`src/sv/rowm_pkg.sv`:
```
`default_nettype none

package rowm_pkg;

   // Width of the position, score and count fields on the streams.
   localparam int FIELD_W = 32;
   // Default number of position bits kept from pos_start and pos_end.
   localparam int POSITION_BITS_DEF = 32;
   // Entries in the queue between the front and the back.
   localparam int QUEUE_DEPTH = 2;

   // Input opcodes, carried on req_tuser. Code 3 means nothing.
   typedef enum logic [1:0] {
      OP_START  = 2'd0,
      OP_BIN    = 2'd1,
      OP_FINISH = 2'd2
   } opcode_type;

   // Work kinds handed from the front to the back.
   typedef enum logic [1:0] {
      KIND_START  = 2'd0,
      KIND_BIN    = 2'd1,
      KIND_FINISH = 2'd2
   } kind_type;

   // One queued work entry. For a bin, amount is the overlap in bases; for a
   // finish, it is the frame length.
   typedef struct packed {
      kind_type           kind;
      logic [FIELD_W:0]   amount;
      logic signed [FIELD_W-1:0] score;
      logic               skip;
      logic               bad_frame;
   } entry_type;

   // Status of the back, for checking.
   typedef struct packed {
      logic dividing;
      logic finishing;
   } back_status_type;

endpackage

`default_nettype wire

```
`src/sv/rowm_front.sv`:
```
`default_nettype none

module rowm_front #(
   parameter int POSITION_BITS = rowm_pkg::POSITION_BITS_DEF
) (
   input  wire logic                        clock,
   input  wire logic                        reset,
   input  wire logic                        req_tvalid,
   output logic                             req_tready,
   input  wire logic [3*rowm_pkg::FIELD_W-1:0] req_tdata,
   input  wire logic [1:0]                  req_tuser,
   input  wire logic                        ignore_negative,
   output logic                             q_push,
   output rowm_pkg::entry_type              q_entry,
   input  wire logic                        q_full
);

   localparam int FW    = rowm_pkg::FIELD_W;
   localparam int POS_W = (POSITION_BITS < FW) ? POSITION_BITS : FW;

   // Stage register holding the beat being classified.
   logic                     stg_valid_ff, stg_valid_in;
   rowm_pkg::opcode_type     stg_op_ff;
   logic [POS_W-1:0]         stg_a_ff;
   logic [POS_W-1:0]         stg_b_ff;
   logic signed [FW-1:0]     stg_score_ff;

   // Current frame, closed and 1-based.
   logic [POS_W-1:0]         frame_first_ff, frame_first_in;
   logic [POS_W-1:0]         frame_last_ff, frame_last_in;

   logic [FW:0]              bin_lo;
   logic [FW:0]              bin_hi;
   logic [FW:0]              start_plus_one;
   logic                     bin_hit;
   logic                     need_push;
   logic                     advance;
   logic                     take;

   // Clamp the bin to the frame and measure the shared bases.
   always_comb begin
      start_plus_one = (FW+1)'(stg_a_ff) + (FW+1)'(1);
      bin_lo = (start_plus_one < (FW+1)'(frame_first_ff)) ?
               (FW+1)'(frame_first_ff) : start_plus_one;
      bin_hi = (stg_b_ff > frame_last_ff) ? (FW+1)'(frame_last_ff) : (FW+1)'(stg_b_ff);
      bin_hit = (bin_hi >= bin_lo);
   end

   // Build the queue entry for the beat in the stage.
   always_comb begin
      q_entry           = '0;
      q_entry.score     = stg_score_ff;
      q_entry.skip      = ignore_negative && (stg_score_ff[FW-1] || (stg_score_ff == '0));
      q_entry.bad_frame = (frame_last_ff < frame_first_ff);
      need_push         = 1'b0;
      case (stg_op_ff)
         rowm_pkg::OP_START: begin
            q_entry.kind = rowm_pkg::KIND_START;
            need_push    = 1'b1;
         end
         rowm_pkg::OP_BIN: begin
            q_entry.kind   = rowm_pkg::KIND_BIN;
            q_entry.amount = bin_hi - bin_lo + (FW+1)'(1);
            need_push      = bin_hit;
         end
         rowm_pkg::OP_FINISH: begin
            q_entry.kind   = rowm_pkg::KIND_FINISH;
            q_entry.amount = (FW+1)'(frame_last_ff) - (FW+1)'(frame_first_ff) + (FW+1)'(1);
            need_push      = 1'b1;
         end
         default: begin
            q_entry.kind = rowm_pkg::KIND_START;
            need_push    = 1'b0;
         end
      endcase
   end

   // The stage empties when its entry is queued or dropped.
   always_comb begin
      advance      = stg_valid_ff && (!need_push || !q_full);
      q_push       = stg_valid_ff && need_push && !q_full;
      req_tready   = !stg_valid_ff || advance;
      take         = req_tvalid && req_tready;
      stg_valid_in = take ? 1'b1 : (advance ? 1'b0 : stg_valid_ff);
   end

   // A start beat sets the frame as it leaves the stage.
   always_comb begin
      frame_first_in = frame_first_ff;
      frame_last_in  = frame_last_ff;
      if (advance && (stg_op_ff == rowm_pkg::OP_START)) begin
         frame_first_in = stg_a_ff;
         frame_last_in  = stg_b_ff;
      end
   end

   always_ff @(posedge clock) begin
      if (reset) begin
         stg_valid_ff   <= 1'b0;
         frame_first_ff <= '0;
         frame_last_ff  <= '0;
      end else begin
         stg_valid_ff   <= stg_valid_in;
         frame_first_ff <= frame_first_in;
         frame_last_ff  <= frame_last_in;
      end
   end

   // Stage payload.
   always_ff @(posedge clock) begin
      if (take) begin
         stg_op_ff    <= rowm_pkg::opcode_type'(req_tuser);
         stg_a_ff     <= req_tdata[POS_W-1:0];
         stg_b_ff     <= req_tdata[FW+POS_W-1:FW];
         stg_score_ff <= req_tdata[3*FW-1:2*FW];
      end
   end

endmodule

`default_nettype wire

```
`src/sv/rowm_queue.sv`:
```
`default_nettype none

module rowm_queue (
   input  wire logic                clock,
   input  wire logic                reset,
   input  wire logic                push,
   input  wire rowm_pkg::entry_type push_entry,
   output logic                     full,
   input  wire logic                pop,
   output rowm_pkg::entry_type      head,
   output logic                     empty
);

   localparam int DEPTH = rowm_pkg::QUEUE_DEPTH;
   localparam int PTR_W = (DEPTH > 1) ? $clog2(DEPTH) : 1;
   localparam int CNT_W = $clog2(DEPTH + 1);

   rowm_pkg::entry_type entries_ff [DEPTH];
   logic [PTR_W-1:0]    wr_ptr_ff, wr_ptr_in;
   logic [PTR_W-1:0]    rd_ptr_ff, rd_ptr_in;
   logic [CNT_W-1:0]    count_ff, count_in;
   logic                do_push;
   logic                do_pop;

   // Pointer and fill count update.
   always_comb begin
      full      = (count_ff == CNT_W'(DEPTH));
      empty     = (count_ff == '0);
      do_push   = push && !full;
      do_pop    = pop && !empty;
      head      = entries_ff[rd_ptr_ff];
      wr_ptr_in = wr_ptr_ff;
      rd_ptr_in = rd_ptr_ff;
      count_in  = count_ff;
      if (do_push) begin
         wr_ptr_in = (wr_ptr_ff == PTR_W'(DEPTH-1)) ? '0 : wr_ptr_ff + PTR_W'(1);
      end
      if (do_pop) begin
         rd_ptr_in = (rd_ptr_ff == PTR_W'(DEPTH-1)) ? '0 : rd_ptr_ff + PTR_W'(1);
      end
      if (do_push && !do_pop) begin
         count_in = count_ff + CNT_W'(1);
      end else if (do_pop && !do_push) begin
         count_in = count_ff - CNT_W'(1);
      end
   end

   always_ff @(posedge clock) begin
      if (reset) begin
         wr_ptr_ff <= '0;
         rd_ptr_ff <= '0;
         count_ff  <= '0;
      end else begin
         wr_ptr_ff <= wr_ptr_in;
         rd_ptr_ff <= rd_ptr_in;
         count_ff  <= count_in;
      end
   end

   // Entry storage.
   always_ff @(posedge clock) begin
      if (do_push) begin
         entries_ff[wr_ptr_ff] <= push_entry;
      end
   end

endmodule

`default_nettype wire

```
`src/sv/rowm_back.sv`:
```
`default_nettype none

module rowm_back (
   input  wire logic                clock,
   input  wire logic                reset,
   input  wire rowm_pkg::entry_type head,
   input  wire logic                empty,
   output logic                     pop,
   output logic                     rsp_tvalid,
   input  wire logic                rsp_tready,
   output logic [3*rowm_pkg::FIELD_W-1:0] rsp_tdata,
   output logic                     rsp_tuser,
   output rowm_pkg::back_status_type status
);

   localparam int FW    = rowm_pkg::FIELD_W;
   localparam int SUM_W = 2 * FW;
   localparam int CNT_W = $clog2(SUM_W);

   typedef enum logic [3:0] {
      ST_IDLE = 4'b0001,
      ST_ACC  = 4'b0010,
      ST_DIV  = 4'b0100,
      ST_FIN  = 4'b1000
   } state_type;

   state_type                 state_ff, state_in;

   // Accumulators.
   logic signed [SUM_W-1:0]   sum_ff, sum_in;
   logic [FW:0]               total_ff, total_in;
   logic [FW-1:0]             bins_ff, bins_in;

   // Product register between multiply and accumulate.
   logic signed [SUM_W-1:0]   prod_ff, prod_in;
   logic signed [SUM_W:0]     prod_full;

   // Divider registers: the dividend shifts out as the quotient shifts in.
   logic [SUM_W-1:0]          div_ff, div_in;
   logic [FW:0]               rem_ff, rem_in;
   logic [FW:0]               len_ff, len_in;
   logic [CNT_W-1:0]          cnt_ff, cnt_in;
   logic                      neg_ff, neg_in;
   logic                      bad_ff, bad_in;
   logic [FW+1:0]             trial;
   logic                      trial_ge;

   // Result register.
   logic                      rsp_valid_ff, rsp_valid_in;
   logic [FW-1:0]             mean_ff, mean_in;
   logic [FW-1:0]             covered_ff, covered_in;
   logic [FW-1:0]             count_ff, count_in;
   logic                      err_ff, err_in;

   logic [FW+1:0]             total_sum;
   logic signed [SUM_W:0]     acc_sum;
   logic                      acc_ovf;
   logic                      out_free;
   logic                      q_ovf_pos;
   logic                      q_ovf_neg;

   // Signed overlap times score; the magnitude stays below two to the 63.
   always_comb begin
      prod_full = $signed({1'b0, head.amount}) * head.score;
   end

   // Saturating 64-bit accumulate.
   always_comb begin
      acc_sum = (SUM_W+1)'(sum_ff) + (SUM_W+1)'(prod_ff);
      acc_ovf = (sum_ff[SUM_W-1] == prod_ff[SUM_W-1]) &&
                (acc_sum[SUM_W-1] != sum_ff[SUM_W-1]);
   end

   // One restoring divide step.
   always_comb begin
      trial    = {rem_ff, div_ff[SUM_W-1]};
      trial_ge = (trial >= (FW+2)'(len_ff));
   end

   // Saturation of the quotient to the signed 32-bit range.
   always_comb begin
      q_ovf_pos = |div_ff[SUM_W-1:FW-1];
      q_ovf_neg = (|div_ff[SUM_W-1:FW]) || (div_ff[FW-1] && (|div_ff[FW-2:0]));
   end

   always_comb begin
      total_sum = (FW+2)'(total_ff) + (FW+2)'(head.amount);
      out_free  = !rsp_valid_ff || rsp_tready;
      pop       = (state_ff == ST_IDLE) && !empty;
   end

   // Sequencer.
   always_comb begin
      state_in     = state_ff;
      sum_in       = sum_ff;
      total_in     = total_ff;
      bins_in      = bins_ff;
      prod_in      = prod_ff;
      div_in       = div_ff;
      rem_in       = rem_ff;
      len_in       = len_ff;
      cnt_in       = cnt_ff;
      neg_in       = neg_ff;
      bad_in       = bad_ff;
      rsp_valid_in = rsp_valid_ff && !rsp_tready;
      mean_in      = mean_ff;
      covered_in   = covered_ff;
      count_in     = count_ff;
      err_in       = err_ff;
      case (state_ff)
         ST_IDLE: begin
            if (pop) begin
               case (head.kind)
                  rowm_pkg::KIND_START: begin
                     sum_in   = '0;
                     total_in = '0;
                     bins_in  = '0;
                  end
                  rowm_pkg::KIND_BIN: begin
                     prod_in  = head.skip ? '0 : prod_full[SUM_W-1:0];
                     total_in = total_sum[FW+1] ? '1 : total_sum[FW:0];
                     bins_in  = (bins_ff == '1) ? bins_ff : bins_ff + FW'(1);
                     state_in = ST_ACC;
                  end
                  rowm_pkg::KIND_FINISH: begin
                     len_in   = head.amount;
                     bad_in   = head.bad_frame;
                     neg_in   = sum_ff[SUM_W-1];
                     div_in   = sum_ff[SUM_W-1] ? SUM_W'(-sum_ff) : SUM_W'(sum_ff);
                     rem_in   = '0;
                     cnt_in   = '0;
                     state_in = head.bad_frame ? ST_FIN : ST_DIV;
                  end
                  default: begin
                     state_in = ST_IDLE;
                  end
               endcase
            end
         end
         ST_ACC: begin
            if (acc_ovf) begin
               sum_in = sum_ff[SUM_W-1] ? {1'b1, {(SUM_W-1){1'b0}}} :
                                          {1'b0, {(SUM_W-1){1'b1}}};
            end else begin
               sum_in = acc_sum[SUM_W-1:0];
            end
            state_in = ST_IDLE;
         end
         ST_DIV: begin
            rem_in = trial_ge ? (FW+1)'(trial - (FW+2)'(len_ff)) : trial[FW:0];
            div_in = {div_ff[SUM_W-2:0], trial_ge};
            cnt_in = cnt_ff + CNT_W'(1);
            if (cnt_ff == CNT_W'(SUM_W-1)) begin
               state_in = ST_FIN;
            end
         end
         ST_FIN: begin
            if (out_free) begin
               rsp_valid_in = 1'b1;
               if (bad_ff) begin
                  mean_in = '0;
               end else if (neg_ff) begin
                  mean_in = q_ovf_neg ? {1'b1, {(FW-1){1'b0}}} : FW'(-div_ff[FW-1:0]);
               end else begin
                  mean_in = q_ovf_pos ? {1'b0, {(FW-1){1'b1}}} : div_ff[FW-1:0];
               end
               covered_in = total_ff[FW] ? '1 : total_ff[FW-1:0];
               count_in   = bins_ff;
               err_in     = bad_ff || (total_ff > len_ff);
               state_in   = ST_IDLE;
            end
         end
         default: begin
            state_in = ST_IDLE;
         end
      endcase
   end

   always_ff @(posedge clock) begin
      if (reset) begin
         state_ff     <= ST_IDLE;
         sum_ff       <= '0;
         total_ff     <= '0;
         bins_ff      <= '0;
         rsp_valid_ff <= 1'b0;
      end else begin
         state_ff     <= state_in;
         sum_ff       <= sum_in;
         total_ff     <= total_in;
         bins_ff      <= bins_in;
         rsp_valid_ff <= rsp_valid_in;
      end
   end

   // Datapath registers.
   always_ff @(posedge clock) begin
      prod_ff    <= prod_in;
      div_ff     <= div_in;
      rem_ff     <= rem_in;
      len_ff     <= len_in;
      cnt_ff     <= cnt_in;
      neg_ff     <= neg_in;
      bad_ff     <= bad_in;
      mean_ff    <= mean_in;
      covered_ff <= covered_in;
      count_ff   <= count_in;
      err_ff     <= err_in;
   end

   always_comb begin
      rsp_tvalid       = rsp_valid_ff;
      rsp_tdata        = {count_ff, covered_ff, mean_ff};
      rsp_tuser        = err_ff;
      status.dividing  = (state_ff == ST_DIV);
      status.finishing = (state_ff == ST_FIN);
   end

endmodule

`default_nettype wire

```
`src/sv/region_overlap_weighted_mean_core.sv`:
```
// Weighted mean of binned scores over one region.
// Input beats arrive on req_*; req_tuser carries the opcode (0 start, 1 bin,
// 2 finish, 3 ignored) and req_tdata carries pos_start, pos_end and bin_score.
// A start sets the closed 1-based frame and clears the sums; a bin adds its
// overlap times score, unless ignore_negative drops a score of zero or less; a
// finish returns one beat on rsp_* with the mean, the covered length and the
// bin count in rsp_tdata and the length error flag in rsp_tuser. csr_wr_en
// with csr_wr_data sets ignore_negative; write it only while the block is idle.
// A beat is registered in the front stage and passes through a two-entry
// queue. The back handles a start in its idle state and an overlapping bin in
// its idle and accumulate states. A finish on a well-ordered frame runs a
// one-bit-per-cycle 64-step divider, and the back takes no new entry until
// the finish has put its result in the result register.
// Reset empties the stage, the queue and the result register and clears the
// frame, the sums and ignore_negative. When rsp_tready is low the result
// waits in its register; the back keeps working until the next finish, and
// then the queue and the front fill and req_tready drops.
`default_nettype none

module region_overlap_weighted_mean_core #(
   parameter int POSITION_BITS = rowm_pkg::POSITION_BITS_DEF
) (
   input  wire logic        clock,
   input  wire logic        reset,
   input  wire logic        req_tvalid,
   output logic             req_tready,
   input  wire logic [95:0] req_tdata,    // pos_start, pos_end, bin_score
   input  wire logic [1:0]  req_tuser,    // opcode
   output logic             rsp_tvalid,
   input  wire logic        rsp_tready,
   output logic [95:0]      rsp_tdata,    // mean_score, covered_length, bin_count
   output logic             rsp_tuser,    // length_error
   input  wire logic        csr_wr_en,
   input  wire logic        csr_wr_data
);

   logic                      ignore_negative_ff;
   logic                      q_push;
   logic                      q_full;
   logic                      q_pop;
   logic                      q_empty;
   rowm_pkg::entry_type       q_entry;
   rowm_pkg::entry_type       q_head;
   rowm_pkg::back_status_type back_status;

   // Configuration register.
   always_ff @(posedge clock) begin
      if (reset) begin
         ignore_negative_ff <= 1'b0;
      end else if (csr_wr_en) begin
         ignore_negative_ff <= csr_wr_data;
      end
   end

   rowm_front #(
      .POSITION_BITS(POSITION_BITS)
   ) u_front (
      .clock           (clock),
      .reset           (reset),
      .req_tvalid      (req_tvalid),
      .req_tready      (req_tready),
      .req_tdata       (req_tdata),
      .req_tuser       (req_tuser),
      .ignore_negative (ignore_negative_ff),
      .q_push          (q_push),
      .q_entry         (q_entry),
      .q_full          (q_full)
   );

   rowm_queue u_queue (
      .clock      (clock),
      .reset      (reset),
      .push       (q_push),
      .push_entry (q_entry),
      .full       (q_full),
      .pop        (q_pop),
      .head       (q_head),
      .empty      (q_empty)
   );

   rowm_back u_back (
      .clock      (clock),
      .reset      (reset),
      .head       (q_head),
      .empty      (q_empty),
      .pop        (q_pop),
      .rsp_tvalid (rsp_tvalid),
      .rsp_tready (rsp_tready),
      .rsp_tdata  (rsp_tdata),
      .rsp_tuser  (rsp_tuser),
      .status     (back_status)
   );

   // A new result only ever comes out of the finishing step.
   assert property (@(posedge clock) disable iff (reset)
      $rose(rsp_tvalid) |-> $past(back_status.finishing))
      else $error("result appeared without a finish");

   // The front never pushes into a full queue.
   assert property (@(posedge clock) disable iff (reset)
      q_push |-> !q_full)
      else $error("push into full queue");

   // The back takes no work while the divider runs.
   assert property (@(posedge clock) disable iff (reset)
      back_status.dividing |-> !q_pop)
      else $error("queue popped during divide");

endmodule

`default_nettype wire

```
`config.mk`:
```
export PLATFORM = sky130hd
export DESIGN_NAME = region_overlap_weighted_mean_core
export DESIGN_NICKNAME = d
export VERILOG_FILES = /design/src/sv/rowm_pkg.sv /design/src/sv/rowm_front.sv /design/src/sv/rowm_queue.sv /design/src/sv/rowm_back.sv /design/src/sv/region_overlap_weighted_mean_core.sv
export SDC_FILE = /design/constraint.sdc
export NUM_CORES = 2
export LEC_CHECK = 0
export ABC_AREA = 1
export BUFFER_PORTS_ARGS = -buffer_cell sky130_fd_sc_hd__buf_4
export CORE_ASPECT_RATIO = 0.6
export CORE_MARGIN = 8
export CORE_UTILIZATION = 30
export DETAILED_ROUTE_END_ITERATION = 10
export SLEW_MARGIN = 5
export SYNTH_ARGS = -nofsm -noshare
export SYNTH_HDL_FRONTEND = slang
export SYNTH_HIERARCHICAL = 1
export SYNTH_SLANG_ARGS = --single-unit
```
`constraint.sdc`:
```
create_clock -name clock -period 8.9 [get_ports clock]
set_input_delay 0.89 -clock clock [delete_from_list [all_inputs] [get_ports clock]]
set_output_delay 0.89 -clock clock [all_outputs]
set_load 0.02 [all_outputs]
```
**After elaboration in Yosys (flattened, before gate mapping)**

Memory sizes are Yosys's and may differ from the RTL's. A register that Yosys moved wholly into a read port is not among the register bits.
Index checks and enable logic that the tools add are counted.

- Bits of input ports: 104
- Output and inout port bits: 99
- Word-level logic and storage cells: 166
- Memories kept: 1
- Latch bits: 0
- Memory bits (writable): 138
- ROM bits: 0
- Register bits: 601

Memory list:

| name | words | bits a word | read ports | clocked after Yosys merged registers in | write ports | line | source |
|---|---|---|---|---|---|---|---|
| u_queue.entries_ff | 2 | 69 | 1 | 1 | 1 | rowm_queue.sv:18 | `rowm_pkg::entry_type entries_ff [DEPTH];` |

- Muxes and demuxes: 46
- Reductions and logical operators: 49
- Bitwise gates (word level): 0
- Eq/ne operators: 20
- Shifts and indexed selects: 0
- Add/sub/neg operators: 16
- $mul: 1
- Order comparisons: 6
- Divide/modulo/power cells: 0

Operators with widths:

| operator | number |
|---|---|
| $mux 64 | 7 |
| $pmux 64 s2 | 2 |
| $pmux 33 s2 | 3 |
| $mux 33 | 5 |
| $mux 32 | 5 |
| $add 33x1->33 const B | 2 |
| $sub 33x33->33 | 2 |
| $add 64x64->64 | 1 |
| $mul 34x32->64 | 1 |
| $neg 64->64 | 1 |
| $pmux 32 s2 | 1 |
| $add 33x33->34 | 1 |
| $ge 34x33->1 | 1 |
| $add 32x1->33 const B | 1 |
| $ge 33x33->1 | 1 |
| $gt 33x33->1 | 1 |
| $lt 33x32->1 | 1 |
| $reduce_or 33->1 | 1 |
| $sub 32x32->33 | 1 |
| $add 32x1->32 const B | 1 |
| $eq 32x32->1 const B | 1 |
| $gt 32x32->1 | 1 |
| $logic_not 32->1 | 1 |
| $lt 32x32->1 | 1 |
| 35 further kinds | 95 |

**Depth between registers and ports, before layout**

- Depth after elaboration: 12
- Mapped depth: 56
- Depth with buffers taken out: 55

**Cells and area by module**

The synthesis kept the hierarchy.

By module, submodules not included:

| module | times used | cells each | area each (um^2) | seq. area each (um^2) |
|---|---|---|---|---|
| rowm_back | 1 | 8949 | 67005.5 | 11661.2 |
| rowm_front | 1 | 1986 | 14979.4 | 4244.1 |
| rowm_queue | 1 | 252 | 5263.8 | 4244.1 |
| region_overlap_weighted_mean_core | 1 | 7 | 45.0 | 20.0 |

**Worst setup path after synthesis**

OpenSTA, ideal clock, no wires.

- Path kind: reg2reg
- From: register u_front.stg_a_ff[0]
- To: memory u_queue/entries_ff[0][0] (netlist bit), enable pin
- Clock period less this slack: 8345 ps
- Arrival: 7849 ps
- Cell stages (with the launch flop): 46
- Path slack: 555 ps
- Required time: 8404 ps
- Library setup time: 496 ps
- Path buffers: 1
- Path through: edfxtp_1 -> inv_2 -> nor4_1 -> nand2_1 -> nor2_1 -> nand2_1 -> nor2_2 -> nand2_1 -> nor2_2 -> nand2_1 -> nor2_2 -> nand3_1 -> nor2_2 -> xor2_1 -> inv_1 -> ha_1 -> nand2_1 -> inv_1 -> (+10 left out) -> nor2_1 -> o21ai_0 -> nor3b_1 -> nand2_1 -> nand2_1 -> nand2_1 -> nand2_1 -> nand2_1 -> nand2_1 -> nand2_1 -> nand2_1 -> nand2_1 -> nand2_1 -> nand2_2 -> nand3_1 -> nor2_1 -> o21ai_1 -> nor2_1

- Longest elaborated chain between the ends: 10

Ends and longest elaborated chain:

| item | line | source |
|---|---|---|
| from (decl) | rowm_front.sv:24 | `logic [POS_W-1:0] stg_a_ff;` |
| from (signal assigned) | rowm_front.sv:113 | `stg_a_ff <= req_tdata[POS_W-1:0];` |
| $add 32x1->33 * | rowm_front.sv:42 | `start_plus_one = (FW+1)'(stg_a_ff) + (FW+1)'(1);` |
| $lt 33x32->1 | rowm_front.sv:43 | `bin_lo = (start_plus_one < (FW+1)'(frame_first_ff)) ?` |
| $mux 33 * | rowm_front.sv:43 |  |
| $ge 33x33->1 * | rowm_front.sv:46 | `bin_hit = (bin_hi >= bin_lo);` |
| $pmux 1 s2 * | rowm_front.sv:56 | `case (stg_op_ff)` |
| $logic_and 1x1->1 * (2 in a row) | rowm_front.sv:81 | `q_push = stg_valid_ff && need_push && !q_full;` |
| net q_push | region_overlap_weighted_mean_core.sv:38 | `logic q_push;` |
| $logic_and 1x1->1 * | rowm_queue.sv:29 | `do_push = push && !full;` |
| $mux 1 * | rowm_queue.sv:62 | `if (do_push) begin` |
| $mux 1 (not written as such) * | rowm_queue.sv:63 | `entries_ff[wr_ptr_ff] <= push_entry;` |
| to (decl) | rowm_queue.sv:18 |  |

Mark *: on every way through the listed nets, which the timed path passes. The rest lies on a longest branch.

==> metrics.yaml <==
grt:
  grtUsageTotal_pct: 19.4
  grt_pass1_wl_um: 457000
  first_global_vias: 69800
  antenna_found_initial: 16
  grt_max_degree: 111
  grt_overflow: 0
clock_network:
  cts-root-buf: "clkbuf_16"
  cts_hold_buf: 0
  max-clock-path-buffers: 3
  clock-sinks: 740
  cts_buffers: 80
  cts.reportedPaths.clkPinSlew_ns: 0.07
  insertion_delay_ns: 0.74
  cts_tree: "built"
  htreeDepth: 3
finish:
  drive_above_1_share_pct: 8.55
  layout_common_cells: "2745 x nand2_1, 2459 x inv_1, 961 x fa_1"
  fin_util_pct: 33.4
  final_common_cell: "nand2_1"
  final_nets: 13000
  area_growth_pct: 10.7
sta:
  whs_ns: 0.325
  worst_slack_ns: 0.251
  slew_viol_final: 0
  skew_ns: 0.0557
  min_period_ns: 8.65
  max_slew_margin_pct: 25.4
  rsz0062_at_grt: "yes"
  setup_violations: 0
  tightestPinTransition_ns: 1.12
  hold_viol_final: 0
  fin_crit_sh_pct: 97.2
  clock.fmax_mhz: 116
synth:
  synthAdderAreaFrac_pct: 31.4
  synth-xor-area-share_pct: 1.76
  synth_edf_count: 535
  synth-compound-area-share_pct: 8.71
  synthMuxAreaShare_pct: 0.933
  synth_cell_types: 69
  synth_warnings: 6
  synth_top_family_by_area: "adder cells"
  synth-simple-area-share_pct: 21.2
  synth-main-ff-cell: "edfxtp_1"
  ys_async_sr_fraction_pct: 0
  synth.avg_cell_area_um2: 7.80
  syn_area_um2: 87300
  synth_nets: 12900
  syn_inst: 11200
  ys_ff_latch: 740
  synth_seq_area_share_pct: 23.1
placed_design:
  dp_hpwl_um: 250000
  portBuffers: 202
  place_congestion: 1.01
  place_ws_ns: -0.0178
route:
  via_per_inst: 4.85
  drt-total-wl_um: 306000
  vias: 73800
  postRouteAntennaNets: 0
  drtIter0Drc: 8785
  drtPass1Iterations: 6
  route.detailed.drc: 0
  wl_per_cell_um: 20.1
floorplan:
  rows: 153
  dieArea_um2: 309000
  core-area_um2: 290000
  start_util_pct: 30.1
  fp.dieH_um: 434
  die_w_um: 712
  io_pins: 203
worst_hold_path:
  hp-class: "in -> reg"
critical_path:
  cpMostUsedCell: "fa_1"
  crit_slowest_cell: "mux2_2"
  endpoint_kind: "register"
  path_class: "reg -> reg"
  setup.worst_path.start_class: "register"
  cp.arrival_ns: 9.19
  path_buf_inv: 7
  max_stage_delay_ns: 0.62
  cp.required_ns: 9.44
  cp_top_family: "adder cells"
  cp_max_fo: 25
status:
  status: "finished clean"
run:
  drv_cap: 0
synth_stat cells (all sizes together), types with 24 or more instances:
| library cell | n | area share (%) |
|---|---|---|
| xor2 | 151 | 1.5 |
| buf | 83 | 0.83 |
| fa | 961 | 22 |
| nor3 | 91 | 0.57 |
| o21ai | 488 | 2.9 |
| nand2 | 2831 | 13 |
| nand3 | 353 | 2.3 |
| nand3b | 57 | 0.49 |
| dfxtp | 205 | 4.7 |
| inv | 2484 | 11 |
| o21bai | 40 | 0.34 |
| nand4 | 90 | 0.64 |
| a31oi | 44 | 0.32 |
| xnor2 | 24 | 0.24 |
| edfxtp | 535 | 18 |
| a21o | 33 | 0.28 |
| nor2 | 786 | 3.4 |
| or2 | 67 | 0.48 |
| mux2 | 69 | 0.93 |
| clkbuf | 307 | 1.3 |
| ha | 655 | 9.4 |
| a21oi | 682 | 4.2 |
| nor4 | 63 | 0.48 |
final timing paths:
kind / depth (start not counted) / startpoint / end / slack, ns
setup reg to reg: 26 / register / u_back/prod_ff[51]$_SDFFCE_PP0P_ / 0.25
setup / recovery: 26 / register / u_back/prod_ff[51]$_SDFFCE_PP0P_ / 0.25
hold / removal: 1 / req_tdata[7] / u_front/stg_a_ff[7]$_DFFE_PP_ / 0.32
hold reg to reg: 0 / u_back/bins_ff[4]$_SDFFE_PP0P_ / u_back/count_ff[4]$_DFFE_PP_ / 0.47
metal layers:
metal,share of wire (%),GRT usage [%],up-vias
li1,-,-,34700
met1,50,31.5,35300
met2,36,24.3,3591
met3,13,6.52,211
met4,1.2,2.35,2
met5,0.0052,0,-
kinds of logic after synthesis:
group	Yosys count
buffers and inverters	2881
xor gates and xnor gates	175
adders and majority gates	1616
DFF	740
and+or+nand+nor	4357
AOI/OAI and AO/OA	1356
muxes	69
through the flow:
step / setup TNS, ns / cells / instance area [um^2]
final: 0 / 15200 / 96600
after global routing: -0.188 / 15200 / 96600
after CTS: 0 / 15200 / 96500
after detailed placement: -0.0183 / 15100 / 93700
after global placement: 0 / 15100 / 93700
after floorplan: 0 / 11200 / 87300
worst reg2reg max path, delay by kind of cell, from the launching register on:
family          cells  cell delay, ns
mux                 1            0.63
flops               1            0.56
buf+inv             7            0.92
simple gates        7            1.56
compound gates      2            0.27
fa+ha+maj           9            4.58
layout make-up:
class | count | area [um^2]
Timing Repair Buffer | 408 | 3340
Fill cell | 30700 | 193000
Tap cell | 3875 | 4850
Sequential cell | 740 | 20200
Inverter | 2491 | 9370
Antenna cell | 2 | 5.00
Multi-Input combinational cell | 7573 | 56000
Clock buffer | 105 | 2260
Clock inverter | 43 | 601
sequential cells by signal, summed over array words and instances, names as in the netlist, 33 cells and up, named ones only:
name,cells
u_queue/entries_ff,138
u_back/div_ff,64
u_back/prod_ff,64
u_back/sum_ff,64
u_back/len_ff,33
u_back/rem_ff,33
u_back/total_ff,33
what timing repair did:
| action | CTS | global route |
|---|---|---|
| hold endpoints to repair | 0 | 0 |
| resized for setup | 0 | 16 |
| setup buffers | 0 | 3 |
| setup endpoints to repair | 0 | 39 |
Power is not shown: default switching activity piles up to over one toggle a cycle in this logic, so the estimate is an artifact.
